[src/design/acp_pkg.sv]
`timescale 1ns / 1ps
`default_nettype none
// ----------------------------------------------------------------------------
// acp_pkg - shared types and constants of the escape sequence parser
// Item structs, display command codes, character codes and the command and
// status groups that pass between the controller and the datapath.
// ----------------------------------------------------------------------------
package acp_pkg;

    typedef struct packed {
        logic [7:0] rx_byte;
        logic [7:0] cur_row;
        logic [7:0] cur_col;
    } rx_item_t;

    typedef struct packed {
        logic [2:0] action;
        logic [7:0] glyph;
        logic [7:0] new_row;
        logic [7:0] new_col;
        logic [2:0] fore_colour;
        logic [2:0] back_colour;
        logic       bold_on;
    } disp_item_t;

    // Display command codes.
    localparam logic [2:0] ACT_PUT       = 3'd0;
    localparam logic [2:0] ACT_MOVE      = 3'd1;
    localparam logic [2:0] ACT_ERASE_SCR = 3'd2;
    localparam logic [2:0] ACT_ERASE_EOL = 3'd3;
    localparam logic [2:0] ACT_ATTR      = 3'd4;
    localparam logic [2:0] ACT_STATUS    = 3'd5;

    // Configuration register indexes and reset values.
    localparam int         CFG_IDX_W      = 1;
    localparam logic [0:0] CFG_LAST_ROW   = 1'b0;
    localparam logic [0:0] CFG_LAST_COL   = 1'b1;
    localparam logic [7:0] LAST_ROW_RESET = 8'd23;
    localparam logic [7:0] LAST_COL_RESET = 8'd79;

    // Character codes.
    localparam logic [7:0] CH_BS        = 8'h08;
    localparam logic [7:0] CH_LF        = 8'h0A;
    localparam logic [7:0] CH_XON       = 8'h11;
    localparam logic [7:0] CH_ESC       = 8'h1B;
    localparam logic [7:0] CH_LAST_CTRL = 8'd31;
    localparam logic [7:0] CH_SPACE     = 8'h20;
    localparam logic [7:0] CH_ZERO      = 8'h30;
    localparam logic [7:0] CH_NINE      = 8'h39;
    localparam logic [7:0] CH_SEMI      = 8'h3B;
    localparam logic [7:0] CH_LBRACK    = 8'h5B;

    // Final bytes of control sequences.
    localparam logic [7:0] FIN_UP      = 8'h41;
    localparam logic [7:0] FIN_DOWN    = 8'h42;
    localparam logic [7:0] FIN_FWD     = 8'h43;
    localparam logic [7:0] FIN_BACK    = 8'h44;
    localparam logic [7:0] FIN_POS     = 8'h48;
    localparam logic [7:0] FIN_POS_ALT = 8'h66;
    localparam logic [7:0] FIN_ED      = 8'h4A;
    localparam logic [7:0] FIN_EL      = 8'h4B;
    localparam logic [7:0] FIN_SGR     = 8'h6D;
    localparam logic [7:0] FIN_DSR     = 8'h6E;

    // Parameter values.
    localparam logic [15:0] PARAM_MAX   = 16'hFFFF;
    localparam logic [15:0] ED_ALL      = 16'd2;
    localparam logic [15:0] EL_TO_END   = 16'd0;
    localparam logic [15:0] EL_TO_START = 16'd1;
    localparam logic [15:0] EL_LINE     = 16'd2;
    localparam logic [15:0] DSR_CURSOR  = 16'd6;
    localparam logic [15:0] SGR_RESET   = 16'd0;
    localparam logic [15:0] SGR_BOLD    = 16'd1;
    localparam logic [15:0] SGR_SWAP    = 16'd7;
    localparam logic [15:0] SGR_FG_LO   = 16'd30;
    localparam logic [15:0] SGR_FG_HI   = 16'd37;
    localparam logic [15:0] SGR_BG_LO   = 16'd40;
    localparam logic [15:0] SGR_BG_HI   = 16'd47;
    localparam logic [2:0]  FG_DEFAULT  = 3'd7;
    localparam logic [2:0]  BG_DEFAULT  = 3'd0;

    typedef enum logic [4:0] {
        ST_NORMAL = 5'b00001,
        ST_ESC    = 5'b00010,
        ST_CSI    = 5'b00100,
        ST_WALK   = 5'b01000,
        ST_EMIT   = 5'b10000
    } ctrl_state_t;

    // Classification of the offered byte, and walk progress.
    typedef struct packed {
        logic esc;
        logic lbrack;
        logic digit;
        logic semi;
        logic sgr;
        logic fin_res;
        logic txt_res;
        logic walk_last;
    } dp_status_t;

    typedef struct packed {
        logic clr_params;
        logic fold;
        logic advance;
        logic walk_start;
        logic walk_step;
        logic load_txt;
        logic load_fin;
        logic load_sgr;
    } dp_cmd_t;

endpackage
`default_nettype wire

[src/design/acp_ctrl.sv]
`timescale 1ns / 1ps
`default_nettype none
// ----------------------------------------------------------------------------
// acp_ctrl - parser controller
// Tracks the parse mode, sequences the attribute walk and owns the valid
// flag of the output register.
// ----------------------------------------------------------------------------
module acp_ctrl (
    input  wire logic               clk,
    input  wire logic               rst_n,
    input  wire logic               rx_valid,
    output logic                    rx_stall,
    output logic                    disp_valid,
    input  wire logic               disp_stall,
    input  wire acp_pkg::dp_status_t status,
    output acp_pkg::dp_cmd_t        cmd
);

    acp_pkg::ctrl_state_t state_reg;
    acp_pkg::ctrl_state_t state_next;
    logic                 out_valid_reg;
    logic                 out_valid_next;
    logic                 out_free;
    logic                 can_take;
    logic                 needs_out;
    logic                 take_ok;
    logic                 acc;

    assign out_free = !out_valid_reg || !disp_stall;

    always_comb
    begin
        can_take  = 1'b0;
        needs_out = 1'b0;
        unique case (state_reg)
            acp_pkg::ST_NORMAL:
            begin
                can_take  = 1'b1;
                needs_out = status.txt_res;
            end
            acp_pkg::ST_ESC:
            begin
                can_take = 1'b1;
            end
            acp_pkg::ST_CSI:
            begin
                can_take  = 1'b1;
                needs_out = status.fin_res;
            end
            default:
            begin
                can_take = 1'b0;
            end
        endcase
    end

    // Outside the attribute walk and emit states, a byte that yields no command is taken even while a result waits.
    assign take_ok  = can_take && (!needs_out || out_free);
    assign rx_stall = !take_ok;
    assign acc      = rx_valid && take_ok;

    always_comb
    begin
        state_next = state_reg;
        cmd        = '0;
        unique case (state_reg)
            acp_pkg::ST_NORMAL:
            begin
                if (acc)
                begin
                    cmd.load_txt = status.txt_res;
                    if (status.esc)
                    begin
                        state_next = acp_pkg::ST_ESC;
                    end
                end
            end
            acp_pkg::ST_ESC:
            begin
                if (acc)
                begin
                    if (status.lbrack)
                    begin
                        cmd.clr_params = 1'b1;
                        state_next     = acp_pkg::ST_CSI;
                    end
                    else
                    begin
                        state_next = acp_pkg::ST_NORMAL;
                    end
                end
            end
            acp_pkg::ST_CSI:
            begin
                if (acc)
                begin
                    if (status.digit)
                    begin
                        cmd.fold = 1'b1;
                    end
                    else if (status.semi)
                    begin
                        cmd.advance = 1'b1;
                    end
                    else if (status.sgr)
                    begin
                        cmd.walk_start = 1'b1;
                        state_next     = acp_pkg::ST_WALK;
                    end
                    else
                    begin
                        cmd.load_fin = status.fin_res;
                        state_next   = acp_pkg::ST_NORMAL;
                    end
                end
            end
            acp_pkg::ST_WALK:
            begin
                cmd.walk_step = 1'b1;
                if (status.walk_last)
                begin
                    state_next = acp_pkg::ST_EMIT;
                end
            end
            acp_pkg::ST_EMIT:
            begin
                if (out_free)
                begin
                    cmd.load_sgr = 1'b1;
                    state_next   = acp_pkg::ST_NORMAL;
                end
            end
            default:
            begin
                state_next = acp_pkg::ST_NORMAL;
            end
        endcase
    end

    always_comb
    begin
        if (cmd.load_txt || cmd.load_fin || cmd.load_sgr)
        begin
            out_valid_next = 1'b1;
        end
        else if (!disp_stall)
        begin
            out_valid_next = 1'b0;
        end
        else
        begin
            out_valid_next = out_valid_reg;
        end
    end

    always_ff @(posedge clk or negedge rst_n)
    begin
        if (!rst_n)
        begin
            state_reg     <= acp_pkg::ST_NORMAL;
            out_valid_reg <= 1'b0;
        end
        else
        begin
            state_reg     <= state_next;
            out_valid_reg <= out_valid_next;
        end
    end

    assign disp_valid = out_valid_reg;

endmodule
`default_nettype wire

[src/design/acp_dp.sv]
`timescale 1ns / 1ps
`default_nettype none
// ----------------------------------------------------------------------------
// acp_dp - parser datapath
// Holds the screen limits, the parameter slots, the attribute registers and
// the output register, and works out the command for each final byte.
// ----------------------------------------------------------------------------
module acp_dp #(
    parameter int PARAM_SLOTS = 8
) (
    input  wire logic                          clk,
    input  wire logic                          rst_n,
    input  wire logic                          cfg_we,
    input  wire logic [acp_pkg::CFG_IDX_W-1:0] cfg_index,
    input  wire logic [7:0]                    cfg_data,
    input  wire acp_pkg::rx_item_t             rx_item,
    input  wire acp_pkg::dp_cmd_t              cmd,
    output acp_pkg::dp_status_t                status,
    output acp_pkg::disp_item_t                disp_item
);

    localparam int IDX_W = $clog2(PARAM_SLOTS);
    localparam logic [IDX_W-1:0] LAST_SLOT = IDX_W'(PARAM_SLOTS - 1);

    logic [7:0]          last_row_reg;
    logic [7:0]          last_col_reg;
    logic [15:0]         params_reg [PARAM_SLOTS];
    logic [IDX_W-1:0]    pidx_reg;
    logic [IDX_W-1:0]    walk_idx_reg;
    logic [2:0]          fg_reg;
    logic [2:0]          bg_reg;
    logic                bold_reg;
    acp_pkg::disp_item_t out_reg;
    acp_pkg::disp_item_t out_next;

    logic [7:0]  ch;
    logic [16:0] row17;
    logic [16:0] col17;
    logic [16:0] n17;
    logic [15:0] p0;
    logic [15:0] p1;
    logic [IDX_W-1:0] rd_addr;
    logic [15:0] rd_param;
    logic [19:0] fold_sum;
    logic [15:0] folded;
    logic [7:0]  up_row;
    logic [7:0]  down_row;
    logic [7:0]  fwd_col;
    logic [7:0]  back_col;
    logic [7:0]  abs_row;
    logic [7:0]  abs_col;
    logic        fin_res;
    logic [2:0]  fin_action;
    logic [7:0]  fin_row;
    logic [7:0]  fin_col;
    logic [15:0] fg_off;
    logic [15:0] bg_off;
    logic [2:0]  fg_next;
    logic [2:0]  bg_next;
    logic        bold_next;

    function automatic logic [7:0] clamp_hi(input logic [16:0] v, input logic [7:0] hi);
        logic [7:0] r;
        if (v > {9'd0, hi})
        begin
            r = hi;
        end
        else
        begin
            r = v[7:0];
        end
        return r;
    endfunction

    assign ch    = rx_item.rx_byte;
    assign row17 = {9'd0, rx_item.cur_row};
    assign col17 = {9'd0, rx_item.cur_col};
    assign p0    = params_reg[0];
    assign p1    = params_reg[1];
    assign n17   = (p0 == 16'd0) ? 17'd1 : {1'b0, p0};

    // One read port serves both digit folding and the attribute walk.
    assign rd_addr  = cmd.walk_step ? walk_idx_reg : pidx_reg;
    assign rd_param = params_reg[rd_addr];
    assign fold_sum = ({4'd0, rd_param} << 3) + ({4'd0, rd_param} << 1) + {16'd0, ch[3:0]};
    assign folded   = (fold_sum > {4'd0, acp_pkg::PARAM_MAX}) ? acp_pkg::PARAM_MAX
                                                               : fold_sum[15:0];

    assign up_row   = (n17 > row17) ? 8'd0 : clamp_hi(row17 - n17, last_row_reg);
    assign down_row = clamp_hi(row17 + n17, last_row_reg);
    assign fwd_col  = clamp_hi(col17 + n17, last_col_reg);
    assign back_col = (n17 > col17) ? 8'd0 : clamp_hi(col17 - n17, last_col_reg);
    assign abs_row  = (p0 == 16'd0) ? 8'd0 : clamp_hi({1'b0, p0} - 17'd1, last_row_reg);
    assign abs_col  = (p1 == 16'd0) ? 8'd0 : clamp_hi({1'b0, p1} - 17'd1, last_col_reg);

    always_comb
    begin
        fin_res    = 1'b0;
        fin_action = acp_pkg::ACT_MOVE;
        fin_row    = 8'd0;
        fin_col    = 8'd0;
        unique case (ch)
            acp_pkg::FIN_UP:
            begin
                fin_res = 1'b1;
                fin_row = up_row;
                fin_col = rx_item.cur_col;
            end
            acp_pkg::FIN_DOWN:
            begin
                fin_res = 1'b1;
                fin_row = down_row;
                fin_col = rx_item.cur_col;
            end
            acp_pkg::FIN_FWD:
            begin
                fin_res = 1'b1;
                fin_row = rx_item.cur_row;
                fin_col = fwd_col;
            end
            acp_pkg::FIN_BACK:
            begin
                fin_res = 1'b1;
                fin_row = rx_item.cur_row;
                fin_col = back_col;
            end
            acp_pkg::FIN_POS, acp_pkg::FIN_POS_ALT:
            begin
                fin_res = 1'b1;
                fin_row = abs_row;
                fin_col = abs_col;
            end
            acp_pkg::FIN_ED:
            begin
                fin_res    = (p0 == acp_pkg::ED_ALL);
                fin_action = acp_pkg::ACT_ERASE_SCR;
            end
            acp_pkg::FIN_EL:
            begin
                fin_action = acp_pkg::ACT_ERASE_EOL;
                fin_row    = rx_item.cur_row;
                if (p0 == acp_pkg::EL_TO_END)
                begin
                    fin_res = 1'b1;
                    fin_col = rx_item.cur_col;
                end
                else if (p0 == acp_pkg::EL_TO_START || p0 == acp_pkg::EL_LINE)
                begin
                    fin_res = 1'b1;
                end
            end
            acp_pkg::FIN_DSR:
            begin
                fin_res    = (p0 == acp_pkg::DSR_CURSOR);
                fin_action = acp_pkg::ACT_STATUS;
            end
            default:
            begin
                fin_res = 1'b0;
            end
        endcase
    end

    always_comb
    begin
        status.esc       = (ch == acp_pkg::CH_ESC);
        status.lbrack    = (ch == acp_pkg::CH_LBRACK);
        status.digit     = (ch >= acp_pkg::CH_ZERO) && (ch <= acp_pkg::CH_NINE);
        status.semi      = (ch == acp_pkg::CH_SEMI);
        status.sgr       = (ch == acp_pkg::FIN_SGR);
        status.fin_res   = fin_res;
        status.txt_res   = (ch > acp_pkg::CH_LAST_CTRL) || (ch == acp_pkg::CH_BS) ||
                           (ch == acp_pkg::CH_LF) || (ch == acp_pkg::CH_XON);
        status.walk_last = (walk_idx_reg == pidx_reg);
    end

    // One attribute parameter is applied per walk cycle.
    assign fg_off = rd_param - acp_pkg::SGR_FG_LO;
    assign bg_off = rd_param - acp_pkg::SGR_BG_LO;

    always_comb
    begin
        fg_next   = fg_reg;
        bg_next   = bg_reg;
        bold_next = bold_reg;
        if (rd_param == acp_pkg::SGR_RESET)
        begin
            fg_next   = acp_pkg::FG_DEFAULT;
            bg_next   = acp_pkg::BG_DEFAULT;
            bold_next = 1'b0;
        end
        else if (rd_param == acp_pkg::SGR_BOLD)
        begin
            bold_next = 1'b1;
        end
        else if (rd_param == acp_pkg::SGR_SWAP)
        begin
            fg_next = bg_reg;
            bg_next = fg_reg;
        end
        else if (rd_param >= acp_pkg::SGR_FG_LO && rd_param <= acp_pkg::SGR_FG_HI)
        begin
            fg_next = fg_off[2:0];
        end
        else if (rd_param >= acp_pkg::SGR_BG_LO && rd_param <= acp_pkg::SGR_BG_HI)
        begin
            bg_next = bg_off[2:0];
        end
    end

    always_comb
    begin
        out_next             = out_reg;
        out_next.fore_colour = fg_reg;
        out_next.back_colour = bg_reg;
        out_next.bold_on     = bold_reg;
        out_next.glyph       = 8'd0;
        out_next.new_row     = 8'd0;
        out_next.new_col     = 8'd0;
        if (cmd.load_txt)
        begin
            out_next.action = acp_pkg::ACT_PUT;
            out_next.glyph  = (ch == acp_pkg::CH_XON) ? acp_pkg::CH_SPACE : ch;
        end
        else if (cmd.load_fin)
        begin
            out_next.action  = fin_action;
            out_next.new_row = fin_row;
            out_next.new_col = fin_col;
        end
        else
        begin
            out_next.action = acp_pkg::ACT_ATTR;
        end
    end

    always_ff @(posedge clk or negedge rst_n)
    begin
        if (!rst_n)
        begin
            last_row_reg <= acp_pkg::LAST_ROW_RESET;
            last_col_reg <= acp_pkg::LAST_COL_RESET;
        end
        else if (cfg_we)
        begin
            if (cfg_index == acp_pkg::CFG_LAST_ROW)
            begin
                last_row_reg <= cfg_data;
            end
            if (cfg_index == acp_pkg::CFG_LAST_COL)
            begin
                last_col_reg <= cfg_data;
            end
        end
    end

    always_ff @(posedge clk or negedge rst_n)
    begin
        if (!rst_n)
        begin
            for (int i = 0; i < PARAM_SLOTS; i++)
            begin
                params_reg[i] <= 16'd0;
            end
            pidx_reg <= '0;
        end
        else if (cmd.clr_params)
        begin
            for (int i = 0; i < PARAM_SLOTS; i++)
            begin
                params_reg[i] <= 16'd0;
            end
            pidx_reg <= '0;
        end
        else if (cmd.fold)
        begin
            params_reg[pidx_reg] <= folded;
        end
        else if (cmd.advance && pidx_reg != LAST_SLOT)
        begin
            pidx_reg <= pidx_reg + 1'b1;
        end
    end

    always_ff @(posedge clk or negedge rst_n)
    begin
        if (!rst_n)
        begin
            walk_idx_reg <= '0;
            fg_reg       <= acp_pkg::FG_DEFAULT;
            bg_reg       <= acp_pkg::BG_DEFAULT;
            bold_reg     <= 1'b0;
        end
        else if (cmd.walk_start)
        begin
            walk_idx_reg <= '0;
        end
        else if (cmd.walk_step)
        begin
            walk_idx_reg <= walk_idx_reg + 1'b1;
            fg_reg       <= fg_next;
            bg_reg       <= bg_next;
            bold_reg     <= bold_next;
        end
    end

    always_ff @(posedge clk)
    begin
        if (cmd.load_txt || cmd.load_fin || cmd.load_sgr)
        begin
            out_reg <= out_next;
        end
    end

    assign disp_item = out_reg;

endmodule
`default_nettype wire

[src/design/ansi_csi_terminal_parser_core.sv]
`timescale 1ns / 1ps
`default_nettype none
// ----------------------------------------------------------------------------
// ansi_csi_terminal_parser_core - ANSI/VT100 escape sequence parser
// Turns a received text stream into display commands, one byte per item.
// ----------------------------------------------------------------------------
// A byte that yields a command waits while the output register still holds an
// untaken command; other bytes are not held back by it. After the attribute
// final 'm' no byte is taken until the attribute unit has applied the collected
// parameters (1 to PARAM_SLOTS), one per cycle, and loaded the output register
// once it is free. Screen limits are to be written by the user through the
// configuration port at index 0 (bottom row) and 1 (rightmost column) only
// while the parser is idle; the block itself does not enforce this.
module ansi_csi_terminal_parser_core #(
    parameter int PARAM_SLOTS = 8
) (
    input  wire logic                          clk,
    input  wire logic                          rst_n,
    input  wire logic                          cfg_we,
    input  wire logic [acp_pkg::CFG_IDX_W-1:0] cfg_index,
    input  wire logic [7:0]                    cfg_data,
    input  wire logic                          rx_valid,
    output logic                               rx_stall,
    input  wire acp_pkg::rx_item_t             rx_item,
    output logic                               disp_valid,
    input  wire logic                          disp_stall,
    output acp_pkg::disp_item_t                disp_item
);

    acp_pkg::dp_status_t status;
    acp_pkg::dp_cmd_t    cmd;

    acp_ctrl u_ctrl (
        .clk        (clk),
        .rst_n      (rst_n),
        .rx_valid   (rx_valid),
        .rx_stall   (rx_stall),
        .disp_valid (disp_valid),
        .disp_stall (disp_stall),
        .status     (status),
        .cmd        (cmd)
    );

    acp_dp #(
        .PARAM_SLOTS (PARAM_SLOTS)
    ) u_dp (
        .clk       (clk),
        .rst_n     (rst_n),
        .cfg_we    (cfg_we),
        .cfg_index (cfg_index),
        .cfg_data  (cfg_data),
        .rx_item   (rx_item),
        .cmd       (cmd),
        .status    (status),
        .disp_item (disp_item)
    );

endmodule
`default_nettype wire

[config.mk]
export PLATFORM = sky130hd
export DESIGN_NAME = ansi_csi_terminal_parser_core
export DESIGN_NICKNAME = d
export VERILOG_FILES = /design/src/design/acp_pkg.sv /design/src/design/acp_ctrl.sv /design/src/design/acp_dp.sv /design/src/design/ansi_csi_terminal_parser_core.sv
export SDC_FILE = /design/constraint.sdc
export NUM_CORES = 1
export LEC_CHECK = 0
export ABC_AREA = 1
export BUFFER_PORTS_ARGS = -buffer_cell sky130_fd_sc_hd__buf_4
export CAP_MARGIN = 20
export CORE_MARGIN = 1.5
export CORE_UTILIZATION = 30
export DETAILED_ROUTE_END_ITERATION = 10
export PLACE_DENSITY = 0.41
export SKIP_CTS_REPAIR_TIMING = 1
export SLEW_MARGIN = 20
export SYNTH_ARGS = -nofsm -noshare
export SYNTH_HDL_FRONTEND = slang
export SYNTH_SLANG_ARGS = --single-unit
[constraint.sdc]
create_clock -name clk -period 6.2 [get_ports clk]
set_input_delay 0.62 -clock clk [delete_from_list [all_inputs] [get_ports clk]]
set_output_delay 0.62 -clock clk [all_outputs]
set_load 0.1 [all_outputs]
==> metrics.log <==
INFO  metric run_status = completed
INFO  metric drt_iter0_markers = 919
INFO  metric final_cells = 3087
INFO  metric finalSetupTns = 0 ns
INFO  metric finalCritPeriodShare = 0.903
INFO  metric synth_fp_nets = 2511
INFO  metric timing.final.hold_violations = 0
INFO  metric timing.max_cap.violations = 0
INFO  metric crit_path_max_incr_delay = 0.56 ns
INFO  metric chipHeight = 234 um
INFO  metric largest_reg_flops = 96
INFO  metric synth_warnings = 0
INFO  metric worstSetupStartpointType = flop
INFO  metric grt_max_degree = 85
INFO  metric finalSetupViolations = 0
INFO  metric floorplan.die.width = 234 um
INFO  metric timing.setup.critical_path_class = flop to flop
INFO  metric grt_pass1_vias = 15.0k
INFO  metric ant_nets = 0
INFO  metric ctsHtreeMaxLevel = 4
INFO  metric top_level_ports = 74
INFO  metric starting_density_of_the_core = 0.304
INFO  metric achievable-frequency = 0.179 GHz
INFO  metric synth-edff-count = 34
INFO  metric holdCritPathClass = primary input to async pin
INFO  metric path_common_cell = nand2_1
INFO  metric post_synth_design_cell_area = 16000 sq um
INFO  metric ys_seq_area_frac = 0.321
INFO  metric total_leakage_power = 9.60 nW
INFO  metric postSynthCellCount = 2345
INFO  metric arrival = 5.90 ns
INFO  metric global_route_wire_length_before_repair = 89800 um
INFO  metric tritoncts = yes
INFO  metric inserted_clock_buffers = 17
INFO  metric clock_skew = 0.0207 ns
INFO  metric clkSinkCount = 197
INFO  metric coreArea = 52600 sq um
INFO  metric synth_seq_cells = 197
INFO  metric areaGrowthSynthToFinish = 11.8%
INFO  metric critPathMaxFanout = 10
INFO  metric rows = 84
INFO  metric drive_above_1_share = 0.0913
INFO  metric drt_pre_antenna_iters = 5
INFO  metric rsz0062_at_grt = no
INFO  metric vias_cell = 4.89
INFO  metric worst-slew-pin-transition = 1.14 ns
INFO  metric worst-endpoint-required = 6.50 ns
INFO  metric critical_path.endpoint_type = flop
INFO  metric grt_use_total = 0.220
INFO  metric drt-wirelength-per-cell = 18.9 um
INFO  metric timing.critical_path.cells = nor2_1, nand2_1, nor2_2, nand3_2, nand2_1, ha_1, inv_1, fa_1, or2_2, o21ai_1, xor2_1, ha_1, a21oi_1, o21ai_0, o211ai_1, a21boi_0, o21ai_0, nand2_1, nor2_2, nand2_2, nand2_1, nand3_1, a21oi_1
INFO  metric dp_hpwl = 44400 um
INFO  metric max-vdd-ir-drop = 0.210 mV
INFO  metric cp_num_buf_inv = 1
INFO  metric final_core_utilization = 0.340
INFO  metric power_per_cell_area = 179 nW/um^2
INFO  metric synthFlopType = dfrtp_1
INFO  metric gp_routability_congestion = 0.881
INFO  metric n_fill_cell = 5794
INFO  metric layout_min_cycle_time = 5.60 ns
INFO  metric die_area = 54600 sq um
INFO  metric final_net_count = 2552
INFO  metric synth-async-reset-ratio = 0.827
INFO  metric post_synth.cell_area_avg = 6.81 sq um
INFO  metric routed-via-count = 15.1k
INFO  metric cts_max_path_buffers = 2
INFO  metric relative_slew_slack = 0.241
INFO  metric critPathTopFamily = simple AND/OR/NAND/NOR gates
INFO  metric totalWireLength = 58200 um
INFO  metric route.detailed.drc = 0
INFO  metric total_power = 3.20 mW
INFO  metric synthDistinctLibCells = 55
INFO  metric overflow = 0
INFO  metric clkLatencyLatePin = 0.51 ns
INFO  metric placedCellCount = 3055
INFO  metric clock-root-buffer = clkbuf_16
INFO  metric portBuffers = 73
INFO  metric final_max_slew_viol_count = 0
INFO  metric insertedDiodeCount = 0
INFO  metric worst_hold_slack = 0.149 ns
INFO  metric antenna_found_initial = 0
INFO  metric path_clk_slew = 0.08 ns
INFO  metric cp_slowest_cell = dfrtp_1
## kinds of logic (layout without fill, tap and decap cells)
group,count (synthesis),count (layout),synth area share
and+or+nand+nor,1395,1395,0.378
buffers and inverters,359,413,0.0914
AOI/OAI and AO/OA,210,210,0.0758
DFF,197,197,0.321
adders and majority gates,128,128,0.103
xor gates and xnor gates,56,56,0.0307
## where the power goes
part / switching, mW / internal, mW / leakage (nW)
Sequential: 0.0178 / 1.36 / 2.53
Clock: 0.643 / 0.589 / 0.300
Combinational: 0.433 / 0.164 / 6.76
## worst register-to-register path, delay by kind of cell, from the launching register on
| kind | cells | cell delay (ns) |
|---|---|---|
| AO/OA/AOI/OAI | 7 | 1.22 |
| XOR/XNOR | 1 | 0.29 |
| adder cells (fa/ha/maj) | 3 | 0.92 |
| buffers and inverters | 1 | 0.06 |
| flip-flops | 1 | 0.56 |
| AND/OR/NAND/NOR | 11 | 2.38 |
## cell usage after synthesis, types with 3 or more instances
cell / count / area share
xor2_1: 37 / 0.020
nor2_2: 18 / 0.0071
dfrtp_1: 150 / 0.24
clkbuf_1: 19 / 0.0045
o21ai_0: 64 / 0.020
o21ai_2: 8 / 0.0044
nand4_1: 36 / 0.014
or2_2: 4 / 0.0016
dfstp_2: 13 / 0.021
nand3_2: 11 / 0.0069
nor2_4: 3 / 0.0021
nor3_1: 22 / 0.0069
buf_2: 40 / 0.013
ha_1: 122 / 0.096
buf_4: 8 / 0.0038
nor4_1: 3 / 0.0012
inv_1: 275 / 0.065
xnor2_1: 19 / 0.010
nand2_1: 907 / 0.21
nor2_1: 135 / 0.032
a21oi_1: 92 / 0.029
inv_2: 13 / 0.0031
nand3b_1: 13 / 0.0061
a21o_1: 3 / 0.0014
o21ai_1: 8 / 0.0025
nor3b_1: 6 / 0.0028
nand3_1: 215 / 0.067
o21bai_1: 4 / 0.0019
nand2_2: 6 / 0.0024
fa_1: 6 / 0.0075
edfxtp_1: 34 / 0.064
a21boi_0: 7 / 0.0033
a31oi_1: 4 / 0.0016
nand3_4: 10 / 0.011
## cells in the final DEF, fill, tap and decap left out, drive strengths merged, types with 3 or more instances in the layout
cell type  synthesis  routed
ha               122     122
a21oi             93      93
or2                4       4
nand2            913     913
fa                 6       6
clkbuf            19      17
dfstp             13      13
a21boi             7       7
nand3            236     236
o21bai             4       4
a21o               3       3
a31oi              4       4
o21ai             82      82
edfxtp            34      34
clkinv             1       9
nor2             156     156
xnor2             19      19
nor4               4       4
inv              288     292
dfrtp            150     150
nand3b            13      13
buf               51      92
nor3              22      22
nor3b              6       6
nand4             37      37
xor2              37      37
## metal layers
metal | vias to the layer above | part of all wire | GRT usage
li1 | 7559 | - | -
met1 | 7090 | 0.45 | 0.275
met2 | 353 | 0.48 | 0.378
met3 | 98 | 0.037 | 0.0305
met4 | 0 | 0.037 | 0.0915
met5 | - | 0 | 0
## area by class of cell
class / count / area [sq um] / area share
clock buffers: 17 / 425 / 0.0238
clock inverters: 15 / 211 / 0.0118
inverters: 289 / 1080 / 0.0608
multi-input cells: 1789 / 9400 / 0.527
flip-flops and latches: 197 / 5120 / 0.287
well taps: 688 / 861 / 0.0482
repair buffers: 92 / 752 / 0.0421
## per-stage QoR
stage	cell area (sq um)	worst slack [ns]
floorplan	16000	1.88
CTS	17800	0.538
finish	17800	0.604
global placement	17200	0.436
global route	17800	0.121
detailed placement	17200	0.537
## path summary, 6_finish.rpt
kind,slack (ns),cells past startpoint,to,start
max reg2reg,0.60,23,u_dp.disp_item[13],u_dp.p0[8]
max,0.60,23,u_dp.disp_item[13],u_dp.p0[8]
min,0.15,1,u_dp.last_col_reg[4],rst_n
min reg2reg,0.46,0,u_dp.disp_item[0],u_dp.bold_reg
max in group asynchronous,5.01,2,u_dp.params_reg[62],rst_n
min in group clk,0.42,3,u_ctrl.disp_valid,disp_stall
Note: power is estimated with default switching activity, not from simulation.
